## src/sv/wue_pkg.sv

```systemverilog
// wue_pkg: shared types, register codes and fixed-point helpers for the
// weight update engine. No dependencies; every other file imports it.
package wue_pkg;

  // fraction bits of weights, gradients, deltas and gains
  localparam int unsigned FRAC_BITS = 16;
  // fraction bits of the Q0.16 factors
  localparam int unsigned Q16_BITS = 16;

  localparam int unsigned CFG_IDX_W = 3;
  localparam int unsigned CFG_DATA_W = 32;

  localparam logic [31:0] LEARN_RATE_RESET = 32'(64'd1 << FRAC_BITS);
  localparam logic [15:0] GAIN_DOWN_RESET = 16'hffff;
  localparam logic [30:0] GAIN_MAX = 31'h7fffffff;

  // configuration register indexes
  typedef enum logic [CFG_IDX_W-1:0] {
    REG_MODE          = 3'd0,
    REG_LEARN_RATE    = 3'd1,
    REG_MOMENTUM_GAIN = 3'd2,
    REG_DECAY_RATE    = 3'd3,
    REG_GAIN_UP       = 3'd4,
    REG_GAIN_DOWN     = 3'd5
  } cfg_idx_t;

  // update rules
  typedef enum logic [2:0] {
    MODE_PLAIN    = 3'd0,
    MODE_DECAY    = 3'd1,
    MODE_DBD      = 3'd2,
    MODE_DBD_MOM  = 3'd3,
    MODE_MOMENTUM = 3'd4,
    MODE_STORE    = 3'd5
  } mode_t;

  typedef struct packed {
    logic [2:0]  mode;
    logic [31:0] learn_rate;
    logic [15:0] momentum_gain;
    logic [15:0] decay_rate;
    logic [30:0] gain_up;
    logic [15:0] gain_down;
  } cfg_t;

  // one weight record as it travels down the pipeline
  typedef struct packed {
    logic signed [31:0] weight;
    logic signed [31:0] grad;
    logic signed [31:0] prev_delta;
    logic [30:0]        gain;
    logic               frozen;
    logic               locked;
    logic               last;
  } item_t;

  // record plus computed delta and adapted gain
  typedef struct packed {
    item_t              item;
    logic signed [31:0] delta;
    logic [30:0]        gain_next;
  } dres_t;

  // unused codes fall back to the plain rule
  function automatic mode_t mode_norm(input logic [2:0] raw);
    case (raw)
      MODE_DECAY:    return MODE_DECAY;
      MODE_DBD:      return MODE_DBD;
      MODE_DBD_MOM:  return MODE_DBD_MOM;
      MODE_MOMENTUM: return MODE_MOMENTUM;
      MODE_STORE:    return MODE_STORE;
      default:       return MODE_PLAIN;
    endcase
  endfunction

  function automatic logic is_dbd(input mode_t m);
    return (m == MODE_DBD) || (m == MODE_DBD_MOM);
  endfunction

  function automatic logic is_mom(input mode_t m);
    return (m == MODE_DBD_MOM) || (m == MODE_MOMENTUM);
  endfunction

  function automatic logic stores_delta(input mode_t m);
    return (m == MODE_DBD) || (m == MODE_DBD_MOM) || (m == MODE_MOMENTUM) ||
           (m == MODE_STORE);
  endfunction

  // saturate a wide signed value to 32 bits
  function automatic logic signed [31:0] sat32(input logic signed [65:0] v);
    if (v > 66'sd2147483647) begin
      return 32'sh7fffffff;
    end else if (v < -66'sd2147483648) begin
      return 32'sh80000000;
    end else begin
      return v[31:0];
    end
  endfunction

  // round to nearest with ties toward +inf, then arithmetic shift
  function automatic logic signed [65:0] rshr(input logic signed [65:0] v,
                                              input int unsigned s);
    logic signed [65:0] half;
    half = 66'sd1 <<< (s - 1);
    return (v + half) >>> s;
  endfunction

endpackage

```

## src/sv/wue_apply_pipe.sv

```systemverilog
// wue_apply_pipe: three-stage pipeline that applies the delta, scales the
// weight in decay mode and builds the output record. Depends on wue_pkg.
module wue_apply_pipe (
  input  logic                clk,
  input  logic                rst,
  input  wue_pkg::cfg_t       cfg,
  input  logic                in_valid,
  output logic                in_ready,
  input  wue_pkg::dres_t      in_res,
  output logic                out_valid,
  input  logic                out_ready,
  output logic signed [31:0]  weight_out,
  output logic signed [31:0]  prev_delta_out,
  output logic [30:0]         gain_out,
  output logic signed [31:0]  grad_out,
  output logic                last_out
);
  import wue_pkg::*;

  mode_t mode;
  assign mode = mode_norm(cfg.mode);

  logic               s6_v, s7_v, s8_v;
  logic               rdy6, rdy7, rdy8;
  dres_t              s6_res, s7_res;
  logic signed [31:0] s6_wo, s7_wo;
  logic signed [49:0] s7_pd;
  logic               s8_locked;
  logic [16:0]        scale;

  assign rdy8     = !s8_v || out_ready;
  assign rdy7     = !s7_v || rdy8;
  assign rdy6     = !s6_v || rdy7;
  assign in_ready = rdy6;

  // weight is scaled by one minus the decay fraction
  assign scale = 17'h10000 - {1'b0, cfg.decay_rate};

  // valid bits
  always_ff @(posedge clk) begin
    if (rst) begin
      s6_v <= 1'b0;
      s7_v <= 1'b0;
      s8_v <= 1'b0;
    end else begin
      if (rdy6) s6_v <= in_valid;
      if (rdy7) s7_v <= s6_v;
      if (rdy8) s8_v <= s7_v;
    end
  end

  // stage 6: subtract the delta
  always_ff @(posedge clk) begin
    if (rdy6) begin
      s6_res <= in_res;
      s6_wo  <= sat32(66'(in_res.item.weight) - 66'(in_res.delta));
    end
  end

  // stage 7: decay product
  always_ff @(posedge clk) begin
    if (rdy7) begin
      s7_res <= s6_res;
      s7_wo  <= s6_wo;
      s7_pd  <= s6_wo * signed'({1'b0, scale});
    end
  end

  // stage 8: output register, locked records pass untouched
  logic signed [31:0] wo_final;

  always_comb begin
    if (s7_res.item.locked) begin
      wo_final = s7_res.item.weight;
    end else if (mode == MODE_DECAY && !s7_res.item.frozen) begin
      wo_final = sat32(rshr(66'(s7_pd), Q16_BITS));
    end else begin
      wo_final = s7_wo;
    end
  end

  always_ff @(posedge clk) begin
    if (rdy8) begin
      weight_out     <= wo_final;
      prev_delta_out <= (!s7_res.item.locked && stores_delta(mode)) ?
                        s7_res.delta : s7_res.item.prev_delta;
      gain_out       <= s7_res.gain_next;
      grad_out       <= s7_res.item.locked ? s7_res.item.grad : '0;
      last_out       <= s7_res.item.last;
      s8_locked      <= s7_res.item.locked;
    end
  end

  assign out_valid = s8_v;

  // a stalled apply stage keeps its weight
  a_s6_hold: assert property (@(posedge clk) disable iff (rst)
    s6_v && !rdy7 |=> s6_v && $stable(s6_wo))
    else $error("stage 6 weight changed while stalled");

  // gradient write-back is cleared unless the record is locked
  a_grad_clear: assert property (@(posedge clk) disable iff (rst)
    s8_v && !s8_locked |-> grad_out == '0)
    else $error("gradient write-back not cleared");

  // a stalled output keeps its weight and gradient write-back
  a_out_hold: assert property (@(posedge clk) disable iff (rst)
    out_valid && !out_ready |=> out_valid && $stable(weight_out) && $stable(grad_out))
    else $error("output transaction changed while stalled");

endmodule

```

## config.mk

```make
export PLATFORM = sky130hd
export DESIGN_NAME = wue_apply_pipe
export DESIGN_NICKNAME = d
export VERILOG_FILES = /design/src/sv/wue_pkg.sv /design/src/sv/wue_apply_pipe.sv
export SDC_FILE = /design/constraint.sdc
export NUM_CORES = 2
export LEC_CHECK = 0
export BUFFER_PORTS_ARGS = -buffer_cell sky130_fd_sc_hd__clkbuf_2
export CAP_MARGIN = 20
export CORE_AREA = 2 2 257 259
export DETAILED_ROUTE_END_ITERATION = 6
export DIE_AREA = 0 0 259 261
export PLACE_DENSITY = 0.87
export REMOVE_ABC_BUFFERS = 1
export SLEW_MARGIN = 20
export SYNTH_ARGS = -nofsm -noshare
export SYNTH_HDL_FRONTEND = slang
export SYNTH_SLANG_ARGS = --single-unit
```

## constraint.sdc

```tcl
create_clock -name clk -period 13.78 [get_ports clk]
set_input_delay 0.689 -clock clk [delete_from_list [all_inputs] [get_ports clk]]
set_output_delay 0.689 -clock clk [all_outputs]
set_load 0.005 [all_outputs]
```

# Word-level counts from Yosys, hierarchy flattened
# Cells that the tools add are included.
# op_classes
addsub	3
multipliers	1
div	0
n_reduce_logical	13
eq_ne	10
n_mux	7
order_cmp	4
shift	0
n_bitwise	0
# op_table
cell	count
$mux 32	6
$add 50x17->51 const B	1
$mul 32x18->50	1
$gt 35x32->1 const B	1
$lt 35x32->1 const B	1
$gt 33x32->1 const B	1
$lt 33x32->1 const B	1
$sub 32x32->33	1
$sub 17x16->17 const A	1
$pmux 3 s5	1
$eq 3x2->1 const B	4
$eq 3x3->1 const B	4
$eq 3x1->1 const B	2
$logic_or 1x1->1	6
$logic_not 1->1	5
$logic_and 1x1->1	2
# totals
in_bits	311
word_cells	65
latch_bits	0
ram_bits	0
reg_bits	569
out_inout_bits	130
memories	0
mem_bits_ro	0

# Longest topological paths before layout
# logic_depth
word_depth	8
ltp_mapped	30

# Worst setup path after synthesis
# OpenSTA, ideal clock, no wires.
# synth_path
path_kind	input to register
startpoint	input port cfg[47] (netlist bit)
endpoint	register s7_pd[49] (data pin)
cell_stages	30
path_slack_ns	6.079
setup_ns	0.158
arrival_ns	7.543
n_path_buf	3
t_required_ns	13.622
cell_sequence	clkbuf_1 > clkbuf_1 > inv_1 > ha_1 > nand2_1 > nor3_1 > xnor2_1 > clkbuf_1 > nand2_1 > fa_1 > inv_1 > fa_1 > inv_1 > fa_1 > inv_1 > fa_1 > fa_1 > inv_1 > fa_1 > inv_1 > ha_1 > inv_1 > nor2_1 > a221oi_1 > a21boi_1 > o31a_1 > o21ai_1 > o211ai_1 > a2111o_1 > o211ai_1
# synth_via
elab_chain_cells	2
# synth_rtl
item	line	source
start: declaration	wue_apply_pipe.sv:6	input wue_pkg::cfg_t cfg,
$sub 17x16->17	wue_apply_pipe.sv:37	assign scale = 17'h10000 - {1'b0, cfg.decay_rate};
$mul 32x18->50	wue_apply_pipe.sv:65	s7_pd <= s6_wo * signed'({1'b0, scale});
end signal: assignment	wue_apply_pipe.sv:65	
end: declaration	wue_apply_pipe.sv:27	logic signed [49:0] s7_pd;
# Every way passes these cells.
# A chain may end at the register's enable or synchronous reset.

# Final worst setup path
# layout_path
startpoint	input port cfg[47] (netlist bit)
endpoint	register s7_pd[48] (data pin)
# Same word-level chain as after synthesis.

==> metrics.cfg <==
[run_status]
status = finished, final reports clean

[route]
firstDrtPassIters = 6
drt_iter0_drc = 2941
drt-total-wl_mm = 98.3
drc = 0
viasPerCell = 5.85
wl_per_cell_um = 22.0
antenna_left = 0
vias = 26169

[floorplanning]
fp.dieH_um = 261
die-width_um = 259
coreArea_mm2 = 0.0650
io_pins = 441
initial_utilization_pct = 60.3
die-area_mm2 = 0.0676
fp-row-count = 94

[placed_design]
hpwl_mm = 68.1
gp_congestion = 0.923
port_buffers = 314

[clock_network]
cts_tree = built
cts_resized = 0
path_clk_slew_ns = 0.07
cts_hold_buf = 0
htreeDepth = 2
clock_tree.root_cell = clkbuf_16
clockBufferDepth = 3
clock_sinks = 554
numCtsBuffers = 46
post_cts_buffers = 0
clk_latency_ns = 0.58

[global_routing]
grt_util_all_layers_pct = 29.2
antenna_found_initial = 13
grt_max_degree = 146
grt_pass1_vias = 28295
grt_pass1_wl_mm = 151
grt_overflow = 0

[timing]
rsz0062_at_grt = false
final-max-slew-violation-count = 0
fin_skew_ns = 0.0173
slew_headroom_pct = 20.5
hold_viol = 0
worst_pin_slew_ns = 1.19
setup_viol = 0
setup_tns_ns = 0
post-route-period-util_pct = 66.4
fin_crit_ns = 9.15
fmax_mhz = 109

[critical_path]
cp-start-kind = input pin
crit_type = input pin to flip-flop
required_ns = 14.10
cp.arrival_ns = 9.48
path_max_fanout = 35
cp-end-kind = flip-flop

[synthesis]
synth-edff-count = 551
avgSynthCellArea_um2 = 11.9
synthArstFlopShare_pct = 0
ys.flop_type = edfxtp_1
synthCells = 3294
syn-cell-area_mm2 = 0.0392
ys_types = 67
yosysWarnings = 0
ys_ff_latch = 554
ys_seq_area_share_pct = 42.4

[layout]
layout_common_cells = inv_1, edfxtp_1, fa_1
area_growth_pct = 10.6
nets = 4544
final_common_cell = inv_1
drive_gt1_share_pct = 13.0

[min_path]
hold_path.class = input pin to flip-flop

[flow_run]
max_cap_viol_count = 0

## registers in the layout, summed over array words and instances (netlist names)
name            flops
prev_delta_out     32
s7_wo              32
s7_v                1
out_valid           1
s7_pd              35
weight_out         32
last_out            1
s6_v                1
s6_wo              32
s6_res            162
grad_out           32
gain_out           31
s7_res            162
## cell families (layout without fill, tap and decap cells)
family / after synthesis / count (layout) / synth area share, %
DFF: 554 / 554 / 42.4
and+or+nand+nor: 905 / 905 / 11.4
other: 0 / 10 / 0
buffers and inverters: 739 / 1045 / 7.11
adders and majority gates: 670 / 670 / 31.3
AOI/OAI and AO/OA: 287 / 287 / 4.47
muxes: 33 / 33 / 0.948
xor gates and xnor gates: 106 / 106 / 2.37
## layer usage
metal / up-vias / track usage, % / wire, um
met5: - / 0 / 54
met4: 10 / 16.0 / 5880
met3: 463 / 5.32 / 9560
met2: 1663 / 50.7 / 50600
met1: 13000 / 34.8 / 32200
li1: 11033 / - / -
## layout make-up
class                           count  area, um2
Fill cell                        4278      21700
Sequential cell                   554      16600
Antenna cell                       10       25.0
Timing Repair Buffer              340       1810
Inverter                          621       2340
Tap cell                          864       1080
Clock buffer                       58       1260
Clock inverter                     26        206
Multi-Input combinational cell   2001      20000
## worst paths after layout
kind                     from           to  slack, ns  cells after the start
setup / recovery      cfg[47]    s7_pd[48]       4.63                     25
hold / removal    in_res[127]  s6_res[127]       0.28                      1
setup reg to reg    s6_wo[17]    s7_pd[48]       6.11                     20
hold reg to reg   s6_res[169]  s7_res[169]       0.41                      0
## through the flow
stage / hold slack, ns / cells / area [um2] / setup slack, ns / utilization [%]
floorplan: 0.400 / 3176 / 38700 / 5.81 / -
global placement: 0.400 / 4377 / 41800 / 4.58 / 64.3
detailed placement: 0.405 / 4377 / 41800 / 4.32 / 64.3
CTS: 0.276 / 4461 / 43300 / 4.83 / 66.5
global route: 0.277 / 4469 / 43300 / 4.35 / 66.6
finish: 0.282 / 4474 / 43400 / 4.63 / 66.7
## cells in the mapped netlist, types with 3 or more instances
library cell	n	share of area (%)
o21ai_1	7	0.089
o21a_1	10	0.19
o21ai_0	61	0.78
inv_1	621	5.9
mux2_2	33	0.95
o21bai_1	12	0.23
nor2_1	115	1.1
nand2b_1	8	0.13
and2_1	287	4.6
a21oi_1	122	1.6
o2111ai_1	4	0.089
a31oi_1	8	0.13
o211ai_1	9	0.17
a21o_1	14	0.27
and3_1	17	0.27
dfxtp_1	3	0.15
fa_1	520	27
nor4_1	7	0.11
nand2_1	370	3.5
xnor2_1	71	1.6
nand3_1	35	0.45
clkbuf_1	107	1.0
a211o_1	3	0.067
nor2b_1	9	0.14
and4_1	9	0.20
edfxtp_1	551	42
o31a_1	5	0.11
buf_2	9	0.11
a211oi_1	5	0.096
nand4_1	9	0.14
ha_1	149	4.8
xor2_1	35	0.78
nor3_1	18	0.23
or3_1	4	0.064
## critical path, stage by stage
cell	delay, ns
clkbuf_2	0.72
inv_1	0.10
ha_1	0.33
nand3_1	0.25
nor3_1	0.16
xnor2_4	0.85
and2_1	0.27
fa_1	0.41
fa_1	0.47
fa_1	0.53
fa_1	0.54
fa_1	0.55
inv_1	0.06
fa_1	0.58
inv_1	0.05
ha_1	0.38
o21ai_0	0.20
a211o_1	0.38
a21oi_1	0.16
a21boi_1	0.58
o31a_1	0.25
o21ai_1	0.19
o211ai_1	0.37
a31oi_1	0.17
xnor2_1	0.16
Power is left out: the tool's default activity adds up to more than one toggle a clock period on the data nets, which glitch-free logic cannot reach.
