$ cat src/sv/wue_pkg.sv
// wue_pkg: shared types, register codes and fixed-point helpers for the
// weight update engine. No dependencies; every other file imports it.
package wue_pkg;

  // fraction bits of weights, gradients, deltas and gains
  localparam int unsigned FRAC_BITS = 16;
  // fraction bits of the Q0.16 factors
  localparam int unsigned Q16_BITS = 16;

  localparam int unsigned CFG_IDX_W = 3;
  localparam int unsigned CFG_DATA_W = 32;

  localparam logic [31:0] LEARN_RATE_RESET = 32'(64'd1 << FRAC_BITS);
  localparam logic [15:0] GAIN_DOWN_RESET = 16'hffff;
  localparam logic [30:0] GAIN_MAX = 31'h7fffffff;

  // configuration register indexes
  typedef enum logic [CFG_IDX_W-1:0] {
    REG_MODE          = 3'd0,
    REG_LEARN_RATE    = 3'd1,
    REG_MOMENTUM_GAIN = 3'd2,
    REG_DECAY_RATE    = 3'd3,
    REG_GAIN_UP       = 3'd4,
    REG_GAIN_DOWN     = 3'd5
  } cfg_idx_t;

  // update rules
  typedef enum logic [2:0] {
    MODE_PLAIN    = 3'd0,
    MODE_DECAY    = 3'd1,
    MODE_DBD      = 3'd2,
    MODE_DBD_MOM  = 3'd3,
    MODE_MOMENTUM = 3'd4,
    MODE_STORE    = 3'd5
  } mode_t;

  typedef struct packed {
    logic [2:0]  mode;
    logic [31:0] learn_rate;
    logic [15:0] momentum_gain;
    logic [15:0] decay_rate;
    logic [30:0] gain_up;
    logic [15:0] gain_down;
  } cfg_t;

  // one weight record as it travels down the pipeline
  typedef struct packed {
    logic signed [31:0] weight;
    logic signed [31:0] grad;
    logic signed [31:0] prev_delta;
    logic [30:0]        gain;
    logic               frozen;
    logic               locked;
    logic               last;
  } item_t;

  // record plus computed delta and adapted gain
  typedef struct packed {
    item_t              item;
    logic signed [31:0] delta;
    logic [30:0]        gain_next;
  } dres_t;

  // unused codes fall back to the plain rule
  function automatic mode_t mode_norm(input logic [2:0] raw);
    case (raw)
      MODE_DECAY:    return MODE_DECAY;
      MODE_DBD:      return MODE_DBD;
      MODE_DBD_MOM:  return MODE_DBD_MOM;
      MODE_MOMENTUM: return MODE_MOMENTUM;
      MODE_STORE:    return MODE_STORE;
      default:       return MODE_PLAIN;
    endcase
  endfunction

  function automatic logic is_dbd(input mode_t m);
    return (m == MODE_DBD) || (m == MODE_DBD_MOM);
  endfunction

  function automatic logic is_mom(input mode_t m);
    return (m == MODE_DBD_MOM) || (m == MODE_MOMENTUM);
  endfunction

  function automatic logic stores_delta(input mode_t m);
    return (m == MODE_DBD) || (m == MODE_DBD_MOM) || (m == MODE_MOMENTUM) ||
           (m == MODE_STORE);
  endfunction

  // saturate a wide signed value to 32 bits
  function automatic logic signed [31:0] sat32(input logic signed [65:0] v);
    if (v > 66'sd2147483647) begin
      return 32'sh7fffffff;
    end else if (v < -66'sd2147483648) begin
      return 32'sh80000000;
    end else begin
      return v[31:0];
    end
  endfunction

  // round to nearest with ties toward +inf, then arithmetic shift
  function automatic logic signed [65:0] rshr(input logic signed [65:0] v,
                                              input int unsigned s);
    logic signed [65:0] half;
    half = 66'sd1 <<< (s - 1);
    return (v + half) >>> s;
  endfunction

endpackage

$ cat src/sv/wue_cfg_regs.sv
// wue_cfg_regs: configuration register file of the weight update engine.
// Depends on wue_pkg.
module wue_cfg_regs (
  input  logic                             clk,
  input  logic                             rst,
  input  logic                             cfg_valid,
  output logic                             cfg_ready,
  input  logic [wue_pkg::CFG_IDX_W-1:0]    cfg_index,
  input  logic [wue_pkg::CFG_DATA_W-1:0]   cfg_data,
  output wue_pkg::cfg_t                    cfg
);
  import wue_pkg::*;

  // writes are always taken
  assign cfg_ready = 1'b1;

  // register writes, indexes beyond the list are dropped
  always_ff @(posedge clk) begin
    if (rst) begin
      cfg.mode          <= MODE_PLAIN;
      cfg.learn_rate    <= LEARN_RATE_RESET;
      cfg.momentum_gain <= '0;
      cfg.decay_rate    <= '0;
      cfg.gain_up       <= '0;
      cfg.gain_down     <= GAIN_DOWN_RESET;
    end else if (cfg_valid && cfg_ready) begin
      case (cfg_index)
        REG_MODE:          cfg.mode          <= cfg_data[2:0];
        REG_LEARN_RATE:    cfg.learn_rate    <= cfg_data[31:0];
        REG_MOMENTUM_GAIN: cfg.momentum_gain <= cfg_data[15:0];
        REG_DECAY_RATE:    cfg.decay_rate    <= cfg_data[15:0];
        REG_GAIN_UP:       cfg.gain_up       <= cfg_data[30:0];
        REG_GAIN_DOWN:     cfg.gain_down     <= cfg_data[15:0];
        default: ;
      endcase
    end
  end

endmodule

$ cat config.mk
export PLATFORM = sky130hd
export DESIGN_NAME = wue_cfg_regs
export DESIGN_NICKNAME = d
export VERILOG_FILES = /design/src/sv/wue_pkg.sv /design/src/sv/wue_cfg_regs.sv
export SDC_FILE = /design/constraint.sdc
export NUM_CORES = 1
export LEC_CHECK = 0
export ABC_AREA = 1
export BUFFER_PORTS_ARGS = -buffer_cell sky130_fd_sc_hd__buf_4
export CORE_AREA = 2 2 99 101
export CTS_CLUSTER_SIZE = 24
export DETAILED_ROUTE_END_ITERATION = 8
export DIE_AREA = 0 0 101 103
export HOLD_SLACK_MARGIN = 0.05
export PLACE_DENSITY_LB_ADDON = 0.3
export SYNTH_ARGS = -nofsm -noshare
export SYNTH_HDL_FRONTEND = slang
export SYNTH_SLANG_ARGS = --single-unit
$ cat constraint.sdc
create_clock -name clk -period 1.07 [get_ports clk]
set_clock_uncertainty 0.1 [all_clocks]
set_input_delay 0.1605 -clock clk [delete_from_list [all_inputs] [get_ports clk]]
set_output_delay 0.1605 -clock clk [all_outputs]
set_load 0.01 [all_outputs]
Word-level counts from Yosys, hierarchy flattened
Index checks and enable logic that the tools add are counted.
Storage, ports and cells
  bits of input ports: 38
  output and inout bits: 115
  register bits: 114
Operators by class
  eq/ne operators: 5
  reduce and logical (&&, ||, !) cells: 7
Operators by type and width (number)
  AND reduction 2 bit: 6
  == test 3 x 2 -> 1 bit, second input constant: 2
  == test 3 bit, second input constant: 2
  == test 3 x 1 -> 1 bit, second input constant: 1
  zero test 3 bit: 1

Longest topological paths before layout
Gate-level depths: netlist (run 1).
  word-level depth: 2
  depth in mapped cells: 7
  depth with buffers taken out: 5

Least setup slack after synthesis (run 1)
OpenSTA, ideal clock, no wires.
  kind: input to register
  start point: input rst
  end point: register cfg[10] in the netlist's numbering
  library setup time: 130 ps
  arrival: 774 ps
  path buffers: 2
  stages on the path: 4
  setup slack: 66 ps
  cell sequence: clkinv_1 buf_2 clkbuf_1 nand3_1
RTL lines
  from (decl): line wue_cfg_regs.sv:5  | input logic rst,
  to (decl): line wue_cfg_regs.sv:10  | output wue_pkg::cfg_t cfg
No word-level cell between the ends.

Worst setup path after layout (run 1)
  start point: register cfg[104] in the netlist's numbering
  end point: output cfg[104] in the netlist's numbering
No word-level cell between the ends.

==> summary.txt, run 1 <==
Run status
  • Status: finished, violations left
  • Failing checks: setup timing

Setup path
  • CP cell instances: buf_6
  • Worst path slowest cell: dfxtp_2
  • CP Capture Type: output pin
  • Crit path buf inv count: 1
  • Kind of critical path: reg2out
  • CP top delay family: flip-flops
  • Critical Path Max Stage Delay: 0.35 ns
  • Setup crit start kind: register
  • Reg2Reg Setup Slack: ~0.11 ns
  • Crit path DAT: 0.98 ns
  • Crit-path max FO: 2
  • CP Data Required Time: around 0.8 ns

STA
  • Fmax: 0.808 GHz
  • Max Transition Viols Final: 0
  • Period Utilization, post-route: 1.16
  • Final min period: about 1.2 ns
  • Setup Viol. Count Final: ~110
  • RSZ-0062 raised after global routing: yes
  • Fin. Hold Viols: 0
  • Fin worst setup slack: -0.167 ns

Finish
  • Fin area: roughly 0.0075 mm²
  • Proportion of layout cells with a drive suffix above 1: 0.405
  • Fill count: ~590
  • Layout Nets: between 800 and 900
  • Largest Register: cfg
  • Antenna diodes: 0
  • Top flop regs: cfg: 114 flops
  • Final std cells w/o fill: 974
  • Max FFs per register: 114
  • Syn-to-layout area delta: 64.4%

Drt
  • Via Count: 5099
  • DR top layer: met4
  • First drt pass iteration count: 5
  • Met2 WL: about 8400 µm
  • DRT antenna net count: 0
  • Final wirelength: 16200 µm
  • WL per Instance: between 15 and 20 µm
  • Wire length on met3: 1370 µm
  • Post-Route M1 WL: 5910 µm
  • 1st-iter DRT viols: 328
  • DR DRC count: 0
  • Vias per inst: 5.24

CTS
  • Number of H-tree levels: 4
  • CTS Buf Count: 17
  • Clk pin slew, worst setup/hold paths: 0.06 ns
  • Worst skew pair latency: 0.50 ns
  • CTS tree: done
  • Root Driver: clkbuf_8
  • Clock Tree Buf Depth: 2
  • Clock Sinks: 114

Global routing
  • Vias in the first global route: 4999
  • GRT Resource Usage Total: 0.314
  • Initial antenna violation count: 0
  • First-pass GRT wire length: 24900 µm
  • GRT overflow: 0
  • Largest net degree at the start of global routing: 47

Synth
  • Area leader, netlist: dfxtp_1
  • Post-synthesis cell area: around 0.0046 mm²
  • YS warnings: 0
  • Synthesized flop and latch total: 114
  • Top-area cell type share of the netlist area: 0.500
  • Largest cells by area after synthesis: dfxtp_1, nor2_1, nand3_1
  • Cells after Synth: between 600 and 700
  • Mapped Nets: 689
  • Distinct cell type count after synthesis: 17
  • Syn Area/Cell: 7.01 µm²
  • Sequential fraction of the synthesis area: 0.500

Floorplanning
  • Die width: 101 µm
  • Num rows: 36
  • Die H: 103 µm
  • Die area: 0.0104 mm²
  • Num ports: 153
  • Initial Util: 0.483
  • CORE AREA: 0.00946 mm²

Placed design
  • Placed cells: 893
  • Post-DP HPWL: 9520 µm
  • Dpl cell area: 0.00591 mm²
  • IO Port Bufs: approximately 150
  • Gpl congestion: about 0.83

Power
  • Power per cell area: between 1500 and 2000 mW/mm²
  • Pleak: between 3 and 4 nW
  • Maximum vdd drop: 0.947 mV

Min path
  • Hold WC Path Type: in2reg

Flow run
  • Max Cap Viol: 0
## through the flow
| stage | hold WS (ns) | utilization | total power [mW] | worst slack, ns | setup TNS (ns) |
|---|---|---|---|---|---|
| detailed placement | 0.280 | 0.625 | 5.78 | -0.169 | -11.52 |
| global placement | 0.280 | 0.625 | 5.74 | -0.0937 | -7.61 |
| finish | 0.0767 | 0.793 | 11.4 | -0.167 | -15.55 |
| floorplan | 0.174 | - | 5.18 | 0.0664 | 0 |
| CTS | 0.0515 | 0.786 | 11.3 | -0.165 | -16.32 |
| global route | 0.0805 | 0.793 | 11.7 | -0.193 | -18.64 |
## Yosys cell counts
cell,instances
nor2_1,196
inv_1,33
nor2_4,5
nand2_2,2
clkbuf_1,4
nand3b_1,1
buf_6,3
nand2_1,137
buf_4,7
dfxtp_1,114
nand3_1,113
nor2_2,3
buf_2,18
conb_1,1
clkinv_1,1
buf_1,9
inv_2,4
## logic make-up after synthesis
kind of cell  share of synthesized area
simple gates                      0.419
flops                             0.500
other cells                    0.000822
buf+inv                          0.0806
## path summary, 6_finish.rpt
kind | start | to | depth (start not counted)
setup / recovery | cfg[104] | cfg[104] | 1
hold / removal | rst | cfg[40] | 5
setup reg to reg | cfg[6] | cfg[6] | 4
hold reg to reg | cfg[4] | cfg[4] | 2
## final cells by class
class / count / area, µm² / share of cell area
multi-input cells: 458 / 1930 / 0.257
flip-flops and latches: 114 / 2420 / 0.323
clock inverters: 10 / 110 / 0.0147
well taps: 114 / 143 / 0.0190
inverters: 38 / 148 / 0.0197
clock buffers: 21 / 449 / 0.0599
repair buffers: 219 / 2300 / 0.307
## routing by layer
layer,track usage,vias up
li1,-,2403
met2,0.555,282
met3,0.0786,49
met4,0.149,0
met5,0,-
met1,0.356,2365
## placed cells by master, fill, tap and decap left out
cell / count
dfxtp_2: 114
clkinvlp_4: 5
conb_1: 1
bufinv_16: 2
clkbuf_8: 3
clkbuf_16: 16
buf_4: 61
nand2_1: 137
dlygate4sd3_1: 32
nand2_2: 2
nor2_4: 6
nand3_1: 112
nand3_2: 1
nor2_2: 3
buf_12: 12
nor2_1: 195
clkinv_2: 5
nand3b_1: 1
buf_6: 114
clkbuf_1: 2
inv_2: 4
inv_1: 32
## what timing repair did
item | 4_1_cts | 5_1_grt
hold endpoints to repair | 98 | 0
resized for setup | 228 | 2
setup endpoints to repair | 114 | 115
setup buffers | 10 | 8
hold buffers | 32 | 0
## power breakdown
group          switching (mW)  total, mW  internal, mW
clock                    1.94       5.34          3.40
combinational           0.753       1.47         0.713
sequential              0.120       4.55          4.43
total                    2.81       11.4          8.54
(Power assumes the default switching activity.)
==> run 2, diff against run 1 <==
--- a/config.mk
+++ b/config.mk
@@ -13,6 +13,7 @@
 export DIE_AREA = 0 0 101 103
 export HOLD_SLACK_MARGIN = 0.05
 export PLACE_DENSITY_LB_ADDON = 0.3
+export SETUP_SLACK_MARGIN = 0.4
 export SYNTH_ARGS = -nofsm -noshare
 export SYNTH_HDL_FRONTEND = slang
 export SYNTH_SLANG_ARGS = --single-unit
==> run 2 against run 1 <==
Compared with the run above: the flow finishes with violations (hold timing, setup timing); register-to-register slack improved by 0.06 ns; largest power group unchanged; largest cell class is now non-clock buffers; final area up 10%; non-clock buffer count shrank 1; setup slack got worse by 0.016 ns; first-iteration DRC count up 5.2%; combinational power increased by 15%; global-route usage shrank 1.4 points; clock power is 6.6% higher; hold slack worse by 0.32 ns; critical path type unchanged; maximum frequency shrank 1.3%; clock-buffer cell count is 1 higher; core utilization rose by 8.1 points.
==> summary.txt, run 2 (synthesized netlist as in run 1, its figures left out) <==
Run status
  • Status: finished, violations left
  • Failing checks: hold timing, setup timing

Drt
  • DRT antenna net count: 0 (unchanged)
  • Vias per inst: 5.36 (+2.3%)
  • First drt pass iteration count: 5 (unchanged)
  • DR DRC count: 0 (unchanged)
  • Final wirelength: 17400 µm (+7.1%)
  • 1st-iter DRT viols: 345 (+5.2%)
  • WL per Instance: 17.9 µm (+7.1%)
  • Via Count: 5218 (+2.3%)

Setup path
  • Critical Path Max Stage Delay: 0.35 ns (about the same)
  • Worst path slowest cell: dfxtp_4
  • CP top delay family: flip-flops
  • Crit-path max FO: 2 (unchanged)
  • Kind of critical path: reg2out
  • Crit path buf inv count: 1 (unchanged)
  • Setup crit start kind: register
  • CP Capture Type: output pin
  • Crit path DAT: 0.99 ns (about the same)
  • CP cell instances: buf_6
  • CP Data Required Time: 0.81 ns (about the same)

Finish
  • Top flop regs: cfg: 114 flops
  • Antenna diodes: 0 (unchanged)
  • Syn-to-layout area delta: 81.1%
  • Largest Register: cfg
  • Layout Nets: 885 (-0.11%)
  • Fin area: 0.00827 mm² (+10%)
  • Most common cell after layout, fill and taps aside: buf_6
  • Finished Core Util: 0.874 (+0.0808)
  • Most frequent cells in the layout: buf_6, nor2_1, nand2_1
  • Proportion of layout cells with a drive suffix above 1: 0.591 (+0.186)
  • Max FFs per register: 114 (unchanged)
  • Multi-input combinational cell area: 0.00243 mm² (+26%)
  • Fill count: 469 (-21%)
  • Area occupied by registers: 0.00243 mm² (+0.10%)

STA
  • Max Transition Viols Final: 0 (unchanged)
  • Fmax: 0.798 GHz (-1.3%)
  • WHS: -0.244 ns (-0.321 ns)
  • Final min period: 1.25 ns (+0.0162 ns)
  • Fin worst setup slack: -0.183 ns (-0.0162 ns)
  • RSZ-0062 raised after global routing: yes
  • Setup Viol. Count Final: 114 (unchanged)
  • Period Utilization, post-route: 1.17 (+0.0152)
  • Fin. Hold Viols: 91 (+91)

CTS
  • Clk pin slew, worst setup/hold paths: 0.06 ns (about the same)
  • Clock Sinks: 114 (unchanged)
  • Worst skew pair latency: 0.52 ns (+0.02 ns)
  • CTS tree: done
  • Number of H-tree levels: 4 (unchanged)
  • Clock Tree Buf Depth: 2 (unchanged)
  • CTS Buf Count: 17 (unchanged)
  • Root Driver: clkbuf_8

Floorplanning
  • Die H: 103 µm (unchanged)
  • Die area: 0.0104 mm² (unchanged)
  • Num ports: 153 (unchanged)
  • CORE AREA: 0.00946 mm² (unchanged)
  • Initial Util: 0.483 (unchanged)
  • Num rows: 36 (unchanged)
  • Die width: 101 µm (unchanged)

Global routing
  • First-pass GRT wire length: 23800 µm (-4.3%)
  • Initial antenna violation count: 0 (unchanged)
  • Vias in the first global route: 4979 (-0.40%)
  • GRT Resource Usage Total: 0.300 (-0.0139)
  • Largest net degree at the start of global routing: 35 (-26%)
  • GRT overflow: 0 (unchanged)

Placed design
  • Dpl cell area: 0.00625 mm² (+5.7%)
  • Gpl congestion: 0.859 (+3.3%)
  • IO Port Bufs: 151 (unchanged)
  • Post-DP HPWL: 9490 µm (-0.28%)
  • Setup slack after placement: -0.155 ns (+0.0143 ns)

Power
  • Maximum vdd drop: 1.09 mV (+15%)
  • Power per cell area: 1450 mW/mm² (-4.5%)
  • Pleak: 3.77 nW (+8.1%)

Min path
  • Hold WC Path Type: in2reg

Flow run
  • Max Cap Viol: 0 (unchanged)
[run 2: changes by cell type in the layout (fill, tap and decap cells not counted), moves of 6 or more]
cell	delta
nor2_1	-70
nor2_2	+56
buf_4	-12
buf_6	+29
inv_2	+9
nand2_1	-13
nand2_2	+6
nor2_4	+14
nand3_1	-34
buf_12	+8
dlygate4sd3_1	-30
nand3_2	+34
inv_1	-13
[run 2: worst paths after layout]
check / from / slack, ns / to / depth (start not counted)
worst max register to register: cfg[60] / 0.17 / cfg[60] / 4
worst max-delay path: cfg[60] / -0.18 / cfg[60] / 1
worst min register to register: cfg[90] / 0.36 / cfg[90] / 2
worst min-delay path: cfg_data[9] / -0.24 / cfg[9] / 3
[run 2: power by group]
group	switching (mW)	internal (mW)
logic	0.872	0.821
clock network	1.98	3.71
registers	0.135	4.43
total	2.99	8.96
[run 2: per-layer routing]
metal	GRT usage	part of all wire	up-vias
met5	0	0	-
met4	0.151	0.041	0
met3	0.0841	0.076	72
met2	0.552	0.53	296
met1	0.313	0.35	2439
li1	-	-	2411
[run 2: metrics by stage]
step / power (mW) / setup TNS (ns) / instances
6_report: 11.9 / -18.31 / 974
5_1_grt: 12.3 / -21.61 / 974
4_1_cts: 11.7 / -18.32 / 965
3_5_place_dp: 5.88 / -10.06 / 903
3_3_place_gp: 5.84 / -6.86 / 903
2_1_floorplan: 5.28 / 0 / 651
[run 2: repair_timing]
action	CTS	global route
pin swaps	64	100
endpoints found under the setup margin	153	228
setup buffers	17	16
hold buffers	13	2
hold endpoints to repair	113	106
cloned	0	4
gates resized for setup	253	134
[run 2: area by class of cell]
class / count / area share
multi-input cells: 458 / 0.294
repair buffers: 218 / 0.301
well taps: 114 / 0.0173
inverters: 38 / 0.0227
clock inverters: 10 / 0.0159
clock buffers: 22 / 0.0560
flip-flops and latches: 114 / 0.294
==> run 3, diff against run 2 <==
==> constraint.sdc (replaced) <==
create_clock -name clk -period 1.3 [get_ports clk]
set_clock_uncertainty 0.1 [all_clocks]
set_input_delay 0.195 -clock clk [delete_from_list [all_inputs] [get_ports clk]]
set_output_delay 0.195 -clock clk [all_outputs]
set_load 0.01 [all_outputs]
==> run 3 against run 2 <==
Compared with the run above: the run ends with hold timing left; sequential power is 18% lower; final area decreased by 6.7%; clock-buffer cell count did not move; critical endpoint is now cfg[85]; largest power group unchanged; highest routed layer unchanged.
==> summary.txt, run 3 (synthesized netlist as in run 1, its figures left out) <==
Finish
  • Antenna diodes: 0 (unchanged)
  • Most common cell after layout, fill and taps aside: nor2_1
  • Largest Register: cfg
  • Layout Nets: 895 (+1.1%)
  • Top flop regs: cfg: 114 flops
  • Syn-to-layout area delta: 69.0%
  • Max FFs per register: 114 (unchanged)
  • Proportion of layout cells with a drive suffix above 1: 0.442 (-0.149)
  • Most frequent cells in the layout: nor2_1, nand2_1, buf_6
  • Final std cells w/o fill: 983 (+0.92%)

STA
  • Fin. Hold Viols: 1 (-99%)
  • Max Transition Viols Final: 0 (unchanged)
  • Setup TNS: 0 ns (+18.31 ns)
  • Setup Viol. Count Final: 0 (-100%)
  • RSZ-0062 raised after global routing: yes
  • WHS: -0.0253 ns (+0.219 ns)
  • Final min period: ~1.3 ns
  • Fmax: 0.779 GHz
  • Period Utilization, post-route: 0.988

Setup path
  • Worst r2r src: cfg[34]
  • CP Data Required Time: 1.00 ns (+0.19 ns)
  • CP Capture Type: output pin
  • Crit path DAT: 0.99 ns (about the same)
  • Crit path buf inv count: 1 (unchanged)
  • Crit-path max FO: 2 (unchanged)
  • Critical Path Max Stage Delay: 0.36 ns (about the same)
  • CP cell instances: buf_6
  • CP top delay family: flip-flops
  • Worst setup path start: cfg[85]
  • Kind of critical path: reg2out
  • Setup crit start kind: register
  • Worst path slowest cell: dfxtp_2

Floorplanning
  • Die area: 0.0104 mm² (unchanged)
  • Num rows: 36 (unchanged)
  • Initial Util: 0.483 (unchanged)
  • Die width: 101 µm (unchanged)
  • Die H: 103 µm (unchanged)
  • CORE AREA: 0.00946 mm² (unchanged)
  • Num ports: 153 (unchanged)

Global routing
  • GRT overflow: 0 (unchanged)
  • Initial antenna violation count: 0 (unchanged)
  • First-pass GRT wire length: 23700 µm (-0.35%)
  • Largest net degree at the start of global routing: 50 (+43%)
  • Vias in the first global route: 5035 (+1.1%)
  • GRT Resource Usage Total: 0.298 (-0.00194)

Power
  • Clock network fraction of design power: 0.483 (+0.007)
  • Pleak: 3.58 nW (-5.2%)
  • Power per cell area: 1250 mW/mm² (-14%)
  • Seq pwr share: 0.388 (+0.006)
  • P_sw: 2.33 mW (-22%)
  • Comb pwr share: 0.129 (-0.013)
  • Switching Share: 0.242 (-0.00841)
  • Cell Int Power: 7.31 mW (-18%)
  • Maximum vdd drop: 0.908 mV (-17%)

Drt
  • First drt pass iteration count: 5 (unchanged)
  • Final wirelength: 15500 µm (-11%)
  • DRT antenna net count: 0 (unchanged)
  • 1st-iter DRT viols: 285 (-17%)
  • DR DRC count: 0 (unchanged)
  • Vias per inst: 5.25 (-2.1%)
  • WL per Instance: 15.8 µm (-12%)
  • Via Count: 5158 (-1.1%)

CTS
  • Clock Sinks: 114 (unchanged)
  • Number of H-tree levels: 4 (unchanged)
  • CTS tree: done
  • Worst skew pair latency: 0.51 ns (about the same)
  • Root Driver: clkbuf_8
  • Clock Tree Buf Depth: 2 (unchanged)
  • CTS Buf Count: 17 (unchanged)
  • Clk pin slew, worst setup/hold paths: 0.06 ns (about the same)

Run status
  • Failing checks: hold timing
  • Status: finished, violations left

Min path
  • Hold wc startpoint: cfg_index[2]
  • Hold WC Path Type: in2reg

Placed design
  • Placed cells: 894 (-1.0%)
  • IO Port Bufs: 151 (unchanged)
  • Post-DP HPWL: 9270 µm (-2.4%)
  • Gpl congestion: 0.878 (+2.2%)

Flow run
  • Max Cap Viol: 0 (unchanged)
## run 3: cell count changes in the layout (fill, tap and decap cells not counted), sizes merged
cell         change
buf             -17
dlygate4sd3     +30
clkinvlp         +3
clkbuf           -3
clkinv           -4
## run 3: path summary, 6_finish.rpt
kind,endpoint,slack [ns],depth (start not counted)
min,cfg[79],-0.03,5
max reg2reg,cfg[34],0.42,4
max,cfg[85],0.02,1
min reg2reg,cfg[14],0.36,2
## run 3: metal layers
layer | track usage | routed length [µm] | vias up
met5 | 0 | 0 | -
met4 | 0.134 | 434 | 0
met3 | 0.0908 | 1150 | 49
met2 | 0.544 | 8150 | 259
met1 | 0.317 | 5800 | 2427
li1 | - | - | 2423
## run 3: power groups by stage
stage	logic (mW)	clock network, mW	registers (mW)
floorplan	0.502	0	3.81
finish	1.24	4.66	3.74
detailed placement	0.997	0	3.77
global route	1.34	4.86	3.75
CTS	1.18	4.65	3.74
global placement	0.977	0	3.76
## run 3: what timing repair did
action                                  in CTS  in global routing
resized for setup                          228                 22
endpoints found under the setup margin     114                180
hold buffers                                32                 13
setup buffers                               15                 11
hold endpoints to repair                   111                 63
pin swaps                                    0                  4
## run 3: worst register-to-register path, cell delays in order, from the launching register on
cell	delay, ns
dfxtp_2	0.32
buf_4	0.13
buf_6	0.11
nor2_4	0.07
nor2_1	0.04
## run 3: final cells by class
| type | instances | area, µm² |
|---|---|---|
| multi-input cells | 458 | 2000 |
| clock inverters | 9 | 130 |
| inverters | 38 | 169 |
| repair buffers | 228 | 2390 |
| fillers | 563 | 1750 |
| flip-flops and latches | 114 | 2420 |
| clock buffers | 22 | 463 |
| well taps | 114 | 143 |
## run 3: per-stage QoR
| stage | util | setup WS (ns) | hold slack [ns] | power (mW) | instance area, µm² |
|---|---|---|---|---|---|
| after global routing | 0.815 | -0.0140 | 0.0323 | 9.95 | 7710 |
| after detailed placement | 0.636 | 0.00515 | 0.312 | 4.76 | 6010 |
| after floorplan | - | 0.364 | 0.208 | 4.31 | 4750 |
| after global placement | 0.636 | 0.0528 | 0.310 | 4.74 | 6010 |
| after CTS | 0.804 | 0.0160 | -0.0261 | 9.57 | 7610 |
| final | 0.815 | 0.0156 | -0.0253 | 9.64 | 7710 |
